## src/rtl/core/stwt_pkg.sv

```systemverilog
// ----------------------------------------------------------------------------
// Session table package
// Command codes, register indexes, controller/datapath interface types.
// ----------------------------------------------------------------------------
package stwt_pkg;

  typedef enum logic [1:0] {
    CMD_OPEN  = 2'd0,
    CMD_CLOSE = 2'd1,
    CMD_CHECK = 2'd2
  } cmd_code_t;

  localparam logic CFG_TIMEOUT = 1'b0;
  localparam logic CFG_ROLES   = 1'b1;

  localparam logic STATUS_OK   = 1'b0;
  localparam logic STATUS_FAIL = 1'b1;

  localparam logic [31:0] TIMEOUT_RESET = 32'(24 * 3600);
  localparam int          ROLE_SLOTS    = 8;

  typedef struct packed {
    logic capture;
    logic commit;
    logic scan_init;
    logic scan_step;
    logic evict;
  } dp_cmd_t;

  typedef struct packed {
    logic need_scan;
    logic scan_last;
  } dp_stat_t;

  function automatic logic [3:0] role_of(input logic [31:0] roles,
                                         input logic [2:0]  user,
                                         input int          user_count);
    if (int'(user) >= user_count || int'(user) >= ROLE_SLOTS) begin
      return 4'd0;
    end
    return roles[{user, 2'b00} +: 4];
  endfunction

endpackage

```

## src/rtl/core/stwt_ctrl.sv

```systemverilog
// ----------------------------------------------------------------------------
// Session table controller
// Sequences capture, resolve, eviction scan and commit of one transaction.
// ----------------------------------------------------------------------------
module stwt_ctrl (
  input  logic               clk,
  input  logic               rst_n,
  input  logic               start,
  output logic               busy,
  input  stwt_pkg::dp_stat_t stat,
  output stwt_pkg::dp_cmd_t  cmd
);

  typedef enum logic [1:0] {
    S_IDLE,
    S_RESOLVE,
    S_SCAN,
    S_EVICT
  } state_t;

  state_t state_r, state_nxt;
  logic   busy_r, busy_nxt;

  always_comb begin
    state_nxt = state_r;
    cmd       = '0;
    case (state_r)
      S_IDLE: begin
        if (start) begin
          cmd.capture = 1'b1;
          state_nxt   = S_RESOLVE;
        end
      end
      S_RESOLVE: begin
        if (stat.need_scan) begin
          cmd.scan_init = 1'b1;
          state_nxt     = S_SCAN;
        end else begin
          cmd.commit = 1'b1;
          state_nxt  = S_IDLE;
        end
      end
      S_SCAN: begin
        cmd.scan_step = 1'b1;
        if (stat.scan_last) begin
          state_nxt = S_EVICT;
        end
      end
      S_EVICT: begin
        cmd.evict = 1'b1;
        state_nxt = S_IDLE;
      end
      default: begin
        state_nxt = S_IDLE;
      end
    endcase
    busy_nxt = (state_nxt != S_IDLE);
  end

  always_ff @(posedge clk) begin
    if (!rst_n) begin
      state_r <= S_IDLE;
      busy_r  <= 1'b0;
    end else begin
      state_r <= state_nxt;
      busy_r  <= busy_nxt;
    end
  end

  assign busy = busy_r;

endmodule

```

## src/rtl/core/stwt_dp.sv

```systemverilog
// ----------------------------------------------------------------------------
// Session table datapath
// Slot store, per-slot match/age lanes, eviction scan and result register.
// ----------------------------------------------------------------------------
module stwt_dp #(
  parameter int SESSION_SLOTS = 8,
  parameter int USER_COUNT    = 8
) (
  input  logic               clk,
  input  logic               rst_n,
  input  stwt_pkg::dp_cmd_t  cmd,
  output stwt_pkg::dp_stat_t stat,
  input  logic [31:0]        timeout,
  input  logic [31:0]        roles,
  input  logic [1:0]         in_cmd,
  input  logic [63:0]        in_token_high,
  input  logic [63:0]        in_token_low,
  input  logic [2:0]         in_user_index,
  input  logic [31:0]        in_now_seconds,
  output logic               out_valid,
  output logic               out_status,
  output logic [3:0]         out_user_role,
  output logic [2:0]         out_slot_used
);

  localparam int SLOT_W = (SESSION_SLOTS > 1) ? $clog2(SESSION_SLOTS) : 1;
  localparam logic [SLOT_W-1:0] LAST_SLOT = SLOT_W'(SESSION_SLOTS - 1);

  // slot store
  logic [SESSION_SLOTS-1:0] valid_r;
  logic [63:0]              tok_hi_r  [SESSION_SLOTS];
  logic [63:0]              tok_lo_r  [SESSION_SLOTS];
  logic [2:0]               user_r    [SESSION_SLOTS];
  logic [31:0]              seen_r    [SESSION_SLOTS];

  // captured transaction
  logic [1:0]               cmd_r;
  logic [63:0]              in_hi_r;
  logic [63:0]              in_lo_r;
  logic [2:0]               in_user_r;
  logic [31:0]              now_r;

  // lane results
  logic [31:0]              age_c     [SESSION_SLOTS];
  logic [SESSION_SLOTS-1:0] match_c, exp_c, free_c;
  logic [31:0]              age_r     [SESSION_SLOTS];
  logic [SESSION_SLOTS-1:0] match_r, exp_r, free_r;

  // eviction scan
  logic [SLOT_W-1:0]        scan_idx_r;
  logic [SLOT_W-1:0]        best_idx_r;
  logic [31:0]              best_age_r;

  // result
  logic                     out_valid_r;
  logic                     out_status_r;
  logic [3:0]               out_user_role_r;
  logic [2:0]               out_slot_r;

  logic [SLOT_W-1:0]        free_idx, match_idx, wr_idx;
  logic                     wr_open, refresh;
  logic [SESSION_SLOTS-1:0] clr_mask;
  logic                     res_status;
  logic [3:0]               res_role;
  logic [SLOT_W-1:0]        res_slot;
  logic [SLOT_W+2:0]        slot_ext;

  always_comb begin
    for (int i = 0; i < SESSION_SLOTS; i++) begin
      age_c[i]   = in_now_seconds - seen_r[i];
      match_c[i] = valid_r[i] && (tok_hi_r[i] == in_token_high)
                              && (tok_lo_r[i] == in_token_low);
      exp_c[i]   = age_c[i] > timeout;
      free_c[i]  = !valid_r[i] || exp_c[i];
    end
  end

  always_comb begin
    free_idx  = '0;
    match_idx = '0;
    for (int i = SESSION_SLOTS - 1; i >= 0; i--) begin
      if (free_r[i]) begin
        free_idx = SLOT_W'(i);
      end
      if (match_r[i]) begin
        match_idx = SLOT_W'(i);
      end
    end
  end

  assign stat.need_scan = (cmd_r == stwt_pkg::CMD_OPEN) && !(|free_r);
  assign stat.scan_last = (scan_idx_r == LAST_SLOT);

  always_comb begin
    wr_open    = 1'b0;
    wr_idx     = free_idx;
    refresh    = 1'b0;
    clr_mask   = '0;
    res_status = stwt_pkg::STATUS_OK;
    res_role   = 4'd0;
    res_slot   = '0;
    if (cmd.evict) begin
      wr_open  = 1'b1;
      wr_idx   = best_idx_r;
      res_role = stwt_pkg::role_of(roles, in_user_r, USER_COUNT);
      res_slot = best_idx_r;
    end else if (cmd.commit) begin
      case (cmd_r)
        stwt_pkg::CMD_OPEN: begin
          wr_open  = 1'b1;
          res_role = stwt_pkg::role_of(roles, in_user_r, USER_COUNT);
          res_slot = free_idx;
        end
        stwt_pkg::CMD_CLOSE: begin
          clr_mask = match_r;
        end
        stwt_pkg::CMD_CHECK: begin
          res_status = stwt_pkg::STATUS_FAIL;
          if (|match_r) begin
            if (exp_r[match_idx]) begin
              clr_mask[match_idx] = 1'b1;
            end else begin
              refresh    = 1'b1;
              res_status = stwt_pkg::STATUS_OK;
              res_role   = stwt_pkg::role_of(roles, user_r[match_idx], USER_COUNT);
              res_slot   = match_idx;
            end
          end
        end
        default: begin
          res_status = stwt_pkg::STATUS_FAIL;
        end
      endcase
    end
    slot_ext = {3'b000, res_slot};
  end

  always_ff @(posedge clk) begin
    if (!rst_n) begin
      valid_r     <= '0;
      out_valid_r <= 1'b0;
    end else begin
      valid_r     <= (valid_r & ~clr_mask)
                   | (wr_open ? (SESSION_SLOTS'(1) << wr_idx) : '0);
      out_valid_r <= cmd.commit || cmd.evict;
    end
  end

  always_ff @(posedge clk) begin
    if (cmd.capture) begin
      cmd_r     <= in_cmd;
      in_hi_r   <= in_token_high;
      in_lo_r   <= in_token_low;
      in_user_r <= in_user_index;
      now_r     <= in_now_seconds;
      match_r   <= match_c;
      exp_r     <= exp_c;
      free_r    <= free_c;
      for (int i = 0; i < SESSION_SLOTS; i++) begin
        age_r[i] <= age_c[i];
      end
    end
    if (cmd.scan_init) begin
      scan_idx_r <= '0;
      best_idx_r <= '0;
      best_age_r <= age_r[0];
    end else if (cmd.scan_step) begin
      scan_idx_r <= scan_idx_r + SLOT_W'(1);
      if (age_r[scan_idx_r] > best_age_r) begin
        best_idx_r <= scan_idx_r;
        best_age_r <= age_r[scan_idx_r];
      end
    end
    if (wr_open) begin
      tok_hi_r[wr_idx] <= in_hi_r;
      tok_lo_r[wr_idx] <= in_lo_r;
      user_r[wr_idx]   <= in_user_r;
      seen_r[wr_idx]   <= now_r;
    end else if (refresh) begin
      seen_r[match_idx] <= now_r;
    end
    if (cmd.commit || cmd.evict) begin
      out_status_r    <= res_status;
      out_user_role_r <= res_role;
      out_slot_r      <= slot_ext[2:0];
    end
  end

  assign out_valid     = out_valid_r;
  assign out_status    = out_status_r;
  assign out_user_role = out_user_role_r;
  assign out_slot_used = out_slot_r;

endmodule

```

## src/rtl/core/session_table_with_timeout_top.sv

```systemverilog
// ----------------------------------------------------------------------------
// Session table with idle timeout - top level
// Start is accepted only in idle; the result strobe is registered from the
// resolve or evict state. An open that must evict walks the captured age
// registers one slot a cycle, then writes the oldest slot.
// Results cannot be stalled. Synchronous reset empties every slot and loads
// timeout 86400 and roles 0; no clearing pass.
// ----------------------------------------------------------------------------
module session_table_with_timeout_top #(
  parameter int SESSION_SLOTS = 8,
  parameter int USER_COUNT    = 8
) (
  input  logic        clk,
  input  logic        rst_n,
  input  logic        start,
  output logic        busy,
  input  logic [1:0]  in_cmd,
  input  logic [63:0] in_token_high,
  input  logic [63:0] in_token_low,
  input  logic [2:0]  in_user_index,
  input  logic [31:0] in_now_seconds,
  output logic        out_valid,
  output logic        out_status,
  output logic [3:0]  out_user_role,
  output logic [2:0]  out_slot_used,
  input  logic        cfg_valid,
  output logic        cfg_ready,
  input  logic        cfg_index,
  input  logic [31:0] cfg_data
);

  stwt_pkg::dp_cmd_t  dp_cmd;
  stwt_pkg::dp_stat_t dp_stat;
  logic [31:0]        timeout_r;
  logic [31:0]        roles_r;

  assign cfg_ready = 1'b1;

  always_ff @(posedge clk) begin
    if (!rst_n) begin
      timeout_r <= stwt_pkg::TIMEOUT_RESET;
      roles_r   <= '0;
    end else if (cfg_valid && cfg_ready) begin
      case (cfg_index)
        stwt_pkg::CFG_TIMEOUT: timeout_r <= cfg_data;
        stwt_pkg::CFG_ROLES:   roles_r   <= cfg_data;
        default: begin
        end
      endcase
    end
  end

  stwt_ctrl u_ctrl (
    .clk   (clk),
    .rst_n (rst_n),
    .start (start),
    .busy  (busy),
    .stat  (dp_stat),
    .cmd   (dp_cmd)
  );

  stwt_dp #(
    .SESSION_SLOTS (SESSION_SLOTS),
    .USER_COUNT    (USER_COUNT)
  ) u_dp (
    .clk            (clk),
    .rst_n          (rst_n),
    .cmd            (dp_cmd),
    .stat           (dp_stat),
    .timeout        (timeout_r),
    .roles          (roles_r),
    .in_cmd         (in_cmd),
    .in_token_high  (in_token_high),
    .in_token_low   (in_token_low),
    .in_user_index  (in_user_index),
    .in_now_seconds (in_now_seconds),
    .out_valid      (out_valid),
    .out_status     (out_status),
    .out_user_role  (out_user_role),
    .out_slot_used  (out_slot_used)
  );

endmodule
```

## config.mk

```make
export PLATFORM = sky130hd
export DESIGN_NAME = session_table_with_timeout_top
export DESIGN_NICKNAME = d
export VERILOG_FILES = /design/src/rtl/core/stwt_pkg.sv /design/src/rtl/core/stwt_ctrl.sv /design/src/rtl/core/stwt_dp.sv /design/src/rtl/core/session_table_with_timeout_top.sv
export SDC_FILE = /design/constraint.sdc
export NUM_CORES = 2
export LEC_CHECK = 0
export ABC_CLOCK_PERIOD_IN_PS = 41300
export BUFFER_PORTS_ARGS = -buffer_cell sky130_fd_sc_hd__buf_2
export CAP_MARGIN = 20
export CORE_MARGIN = 2
export CORE_UTILIZATION = 25
export CTS_BUF_LIST = sky130_fd_sc_hd__clkbuf_8
export DETAILED_ROUTE_END_ITERATION = 10
export MAX_ROUTING_LAYER = met4
export PLACE_DENSITY = 0.41
export SLEW_MARGIN = 20
export SYNTH_ARGS = -nofsm -noshare
export SYNTH_HDL_FRONTEND = slang
export SYNTH_SLANG_ARGS = --single-unit
```

## constraint.sdc

```tcl
create_clock -name clk -period 41.3 [get_ports clk]
set_input_delay 4.13 -clock clk [delete_from_list [all_inputs] [get_ports clk]]
set_output_delay 4.13 -clock clk [all_outputs]
set_load 0.05 [all_outputs]
```

==> flow_results.xml <==
<?xml version="1.0" encoding="UTF-8"?>
<metrics>
  <group name="run_status">
    <metric name="run_status" unit="">finished clean</metric>
  </group>
  <group name="synthesis">
    <metric name="synth_most_common_cell" unit="">sky130_fd_sc_hd__edfxtp_1</metric>
    <metric name="yosys_register_bits" unit="">1874</metric>
    <metric name="synth.cells.most_frequent" unit="">sky130_fd_sc_hd__edfxtp_1, sky130_fd_sc_hd__inv_1, sky130_fd_sc_hd__ha_1</metric>
    <metric name="seq_area_frac_synth" unit="%">60.4</metric>
    <metric name="post_synth_num_cell_types" unit="">89</metric>
    <metric name="postSynthAreaPerCell" unit="sq um">13.2</metric>
    <metric name="synthDominantAreaCellType" unit="">sky130_fd_sc_hd__edfxtp_1</metric>
    <metric name="ys.warnings.count" unit="">0</metric>
    <metric name="yosys-top-cells-area" unit="">sky130_fd_sc_hd__edfxtp_1, sky130_fd_sc_hd__ha_1, sky130_fd_sc_hd__xnor2_1, sky130_fd_sc_hd__xor2_1, sky130_fd_sc_hd__inv_1</metric>
    <metric name="synth_top_area_share" unit="%">58.5</metric>
    <metric name="ys_async_sr_fraction" unit="%">0</metric>
    <metric name="syn_area" unit="sq um">91800</metric>
    <metric name="synthFlopType" unit="">sky130_fd_sc_hd__edfxtp_1</metric>
    <metric name="syn_inst" unit="">6958</metric>
    <metric name="count_of_flip_flops_with_a_built_in_enable_after_synthesis" unit="">1789</metric>
    <metric name="mapped_nets" unit="">7709</metric>
  </group>
  <group name="hold_path">
    <metric name="hold_path_class" unit="">flop to flop</metric>
    <metric name="timing.hold.worst_path_depth" unit="">0</metric>
  </group>
  <group name="clock_tree">
    <metric name="path_clk_slew" unit="ps">60</metric>
    <metric name="cts.repair.resized" unit="">0</metric>
    <metric name="cts.sink_count" unit="">1874</metric>
    <metric name="cts-buffers-inserted" unit="">353</metric>
    <metric name="cts.path.max_buffers" unit="">4</metric>
    <metric name="cts_htree_levels" unit="">5</metric>
    <metric name="clock_insertion_delay_worst_skew" unit="ps">1180</metric>
    <metric name="postCtsSetupBuffers" unit="">0</metric>
    <metric name="ctsHoldBuffers" unit="">0</metric>
    <metric name="cts_root_buffer" unit="">sky130_fd_sc_hd__clkbuf_8</metric>
    <metric name="cts_tree" unit="">yes</metric>
  </group>
  <group name="sta">
    <metric name="layout_min_cycle_time" unit="ps">9140</metric>
    <metric name="setup_violations" unit="">0</metric>
    <metric name="finalHoldWorstSlack" unit="ps">454</metric>
    <metric name="fin_skew" unit="ps">167</metric>
    <metric name="worst_pin_slew" unit="ps">1280</metric>
    <metric name="hold_viol_final" unit="">0</metric>
    <metric name="final_min_period_over_clock_period" unit="%">22.1</metric>
    <metric name="post-route-worst-setup-slack" unit="ps">32160</metric>
    <metric name="maxClockFrequency" unit="MHz">109</metric>
    <metric name="timing.max_slew.rel_slack" unit="%">14.1</metric>
    <metric name="fin_tns_setup" unit="ps">0</metric>
    <metric name="final-max-slew-violation-count" unit="">0</metric>
    <metric name="rsz_0062_raised_after_global_routing" unit="">false</metric>
  </group>
  <group name="route">
    <metric name="antenna_violating_nets_post_route" unit="">0</metric>
    <metric name="routed_wire_length_per_instance" unit="um">37.3</metric>
    <metric name="num_vias" unit="">66200</metric>
    <metric name="routed_via_density" unit="">5.23</metric>
    <metric name="drtPass1Iterations" unit="">8</metric>
    <metric name="post-route-drc-count" unit="">0</metric>
    <metric name="postRouteWirelength" unit="um">472000</metric>
    <metric name="dr.first_iter.drc_count" unit="">7705</metric>
  </group>
  <group name="finish">
    <metric name="final_core_util" unit="%">29.1</metric>
    <metric name="layout-drive-gt1-share" unit="%">13.5</metric>
    <metric name="flow.area_growth_from_synthesis" unit="%">16.0</metric>
    <metric name="nNetsFinal" unit="">8281</metric>
    <metric name="post_layout_nonfiller_instances" unit="">12700</metric>
    <metric name="finish.instance_area" unit="sq um">106000</metric>
  </group>
  <group name="placed_design">
    <metric name="io_buffer_count" unit="">211</metric>
    <metric name="placed_area" unit="sq um">99900</metric>
    <metric name="routabilityCongestion" unit="">1.01</metric>
    <metric name="place_ws" unit="ps">30870</metric>
    <metric name="dp_cells" unit="">12000</metric>
    <metric name="place_hpwl" unit="um">348000</metric>
  </group>
  <group name="job">
    <metric name="max-cap-violations" unit="">0</metric>
  </group>
  <group name="power">
    <metric name="power_report.internal_total" unit="mW">3.20</metric>
    <metric name="totalPowerFinal" unit="mW">4.54</metric>
    <metric name="clock_power_share" unit="%">39.0</metric>
    <metric name="share_seq_of_total_power" unit="%">48.8</metric>
    <metric name="vdd_drop_max" unit="V">0.0000238</metric>
    <metric name="p_switching" unit="mW">1.34</metric>
    <metric name="leakage" unit="nW">38.3</metric>
    <metric name="sw_frac_of_total" unit="%">29.5</metric>
    <metric name="p_per_area" unit="nW/um^2">42.6</metric>
    <metric name="pwr-share-comb" unit="%">12.2</metric>
  </group>
  <group name="floorplan">
    <metric name="num_rows" unit="">222</metric>
    <metric name="die_width" unit="um">610</metric>
    <metric name="start_util" unit="%">25.1</metric>
    <metric name="top_level_ports" unit="">213</metric>
    <metric name="core" unit="sq um">366000</metric>
    <metric name="design.die.area" unit="sq um">372000</metric>
    <metric name="chipHeight" unit="um">610</metric>
  </group>
  <group name="grt">
    <metric name="grt_antenna_before_repair" unit="">92</metric>
    <metric name="grt_use_total" unit="%">25.4</metric>
    <metric name="first_global_vias" unit="">64400</metric>
    <metric name="grt_pass1_wl" unit="um">611000</metric>
    <metric name="grt_remaining_overflow" unit="">0</metric>
    <metric name="grt_start_max_net_pins" unit="">128</metric>
  </group>
  <group name="setup_path">
    <metric name="worst_ep_required_time" unit="ps">42090</metric>
    <metric name="start_kind" unit="">primary input</metric>
    <metric name="r2r.worst_path.cells" unit="">17</metric>
    <metric name="cp_data_arrival_time" unit="ps">9930</metric>
    <metric name="cp_max_fo" unit="">17</metric>
    <metric name="path_class" unit="">primary input to flop</metric>
    <metric name="end_kind" unit="">flop</metric>
  </group>
</metrics>
==> power by group through the flow <==
| stage | Clock (mW) | Combinational (mW) | Sequential, mW |
|---|---|---|---|
| final | 1.77 | 0.554 | 2.21 |
| after global routing | 1.88 | 0.586 | 2.21 |
| after CTS | 1.81 | 0.550 | 2.21 |
| after detailed placement | 0 | 0.547 | 2.25 |
| after global placement | 0 | 0.545 | 2.25 |
| after floorplan | 0 | 0.299 | 2.22 |
==> cells in the final DEF, fill, tap and decap left out, types with 82 or more instances in the layout <==
| master | count |
|---|---|
| sky130_fd_sc_hd__ha_1 | 541 |
| sky130_fd_sc_hd__o21ai_0 | 174 |
| sky130_fd_sc_hd__xnor2_1 | 472 |
| sky130_fd_sc_hd__nor2_1 | 225 |
| sky130_fd_sc_hd__o22ai_1 | 164 |
| sky130_fd_sc_hd__a21oi_1 | 339 |
| sky130_fd_sc_hd__clkbuf_8 | 367 |
| sky130_fd_sc_hd__xor2_1 | 297 |
| sky130_fd_sc_hd__a221oi_1 | 112 |
| sky130_fd_sc_hd__edfxtp_1 | 1789 |
| sky130_fd_sc_hd__inv_1 | 727 |
| sky130_fd_sc_hd__nand2_1 | 300 |
| sky130_fd_sc_hd__buf_2 | 211 |
| sky130_fd_sc_hd__clkinv_1 | 99 |
| sky130_fd_sc_hd__a21o_1 | 142 |
| sky130_fd_sc_hd__buf_4 | 183 |
| sky130_fd_sc_hd__o21a_1 | 83 |
| sky130_fd_sc_hd__dfxtp_1 | 82 |
| sky130_fd_sc_hd__nor4_1 | 111 |
| sky130_fd_sc_hd__nand4_1 | 218 |
==> metal layers <==
metal	vias up	global-route usage (%)	share of wire, %
li1	27800	-	-
met3	894	3.18	5.7
met4	0	14.3	6.6
met1	34400	30.5	40
met5	-	-	0
met2	3176	41.2	48
==> cell families after synthesis <==
| group | after synthesis | share of synthesized area, % |
|---|---|---|
| AOI/OAI and AO/OA | 1521 | 11.3 |
| xor gates and xnor gates | 770 | 7.35 |
| adders and majority gates | 549 | 7.55 |
| buffers and inverters | 824 | 3.41 |
| DFF | 1874 | 60.4 |
| muxes | 174 | 2.98 |
| other | 1 | 0.00409 |
| and+or+nand+nor | 1245 | 6.97 |
==> layout make-up <==
type,count,area [sq um]
antenna,40,100
tap,4816,6030
clock inverter,256,1400
timing repair buffer,401,2540
sequential,1874,55400
clock buffer,367,5050
multi-input combinational,4260,33500
inverter,640,2420
fill,37100,259000
==> flip-flops by register name, indices dropped and copies added (netlist names), 32 cells and up, named ones only <==
name and flops:
u_dp.seen_r 256, u_dp.tok_lo_r 512, timeout_r 32, roles_r 32
u_dp.now_r 32, u_dp.age_r 256, u_dp.best_age_r 32, u_dp.tok_hi_r 512
u_dp.in_hi_r 64, u_dp.in_lo_r 64
==> final timing paths <==
| path | start | end | slack, ps |
|---|---|---|---|
| worst max-delay path | in_now_seconds[1] | u_dp.free_r[1] | 32160 |
| worst min-delay path | u_dp.in_lo_r[38] | u_dp.tok_lo_r[3][38] | 450 |
| worst max register to register | u_dp.seen_r[1][1] | u_dp.free_r[1] | 35440 |
| worst min register to register | u_dp.in_lo_r[38] | u_dp.tok_lo_r[3][38] | 450 |
==> critical path, stage by stage <==
cell                        delay (ps)
sky130_fd_sc_hd__buf_2             490
sky130_fd_sc_hd__ha_1              340
sky130_fd_sc_hd__nor2b_1           130
sky130_fd_sc_hd__o31a_1            280
sky130_fd_sc_hd__o21ai_0           760
sky130_fd_sc_hd__a2111oi_2         320
sky130_fd_sc_hd__nor3_1            570
sky130_fd_sc_hd__o21ai_0           320
sky130_fd_sc_hd__a311o_1           340
sky130_fd_sc_hd__a21oi_1           180
sky130_fd_sc_hd__xnor2_1           110
sky130_fd_sc_hd__ha_1              340
sky130_fd_sc_hd__nand4_1           190
sky130_fd_sc_hd__nor4_1            790
sky130_fd_sc_hd__nand4_1           280
sky130_fd_sc_hd__o2111ai_1         210
sky130_fd_sc_hd__nand3_1           120
Note: power is estimated with default switching activity, not from simulation.
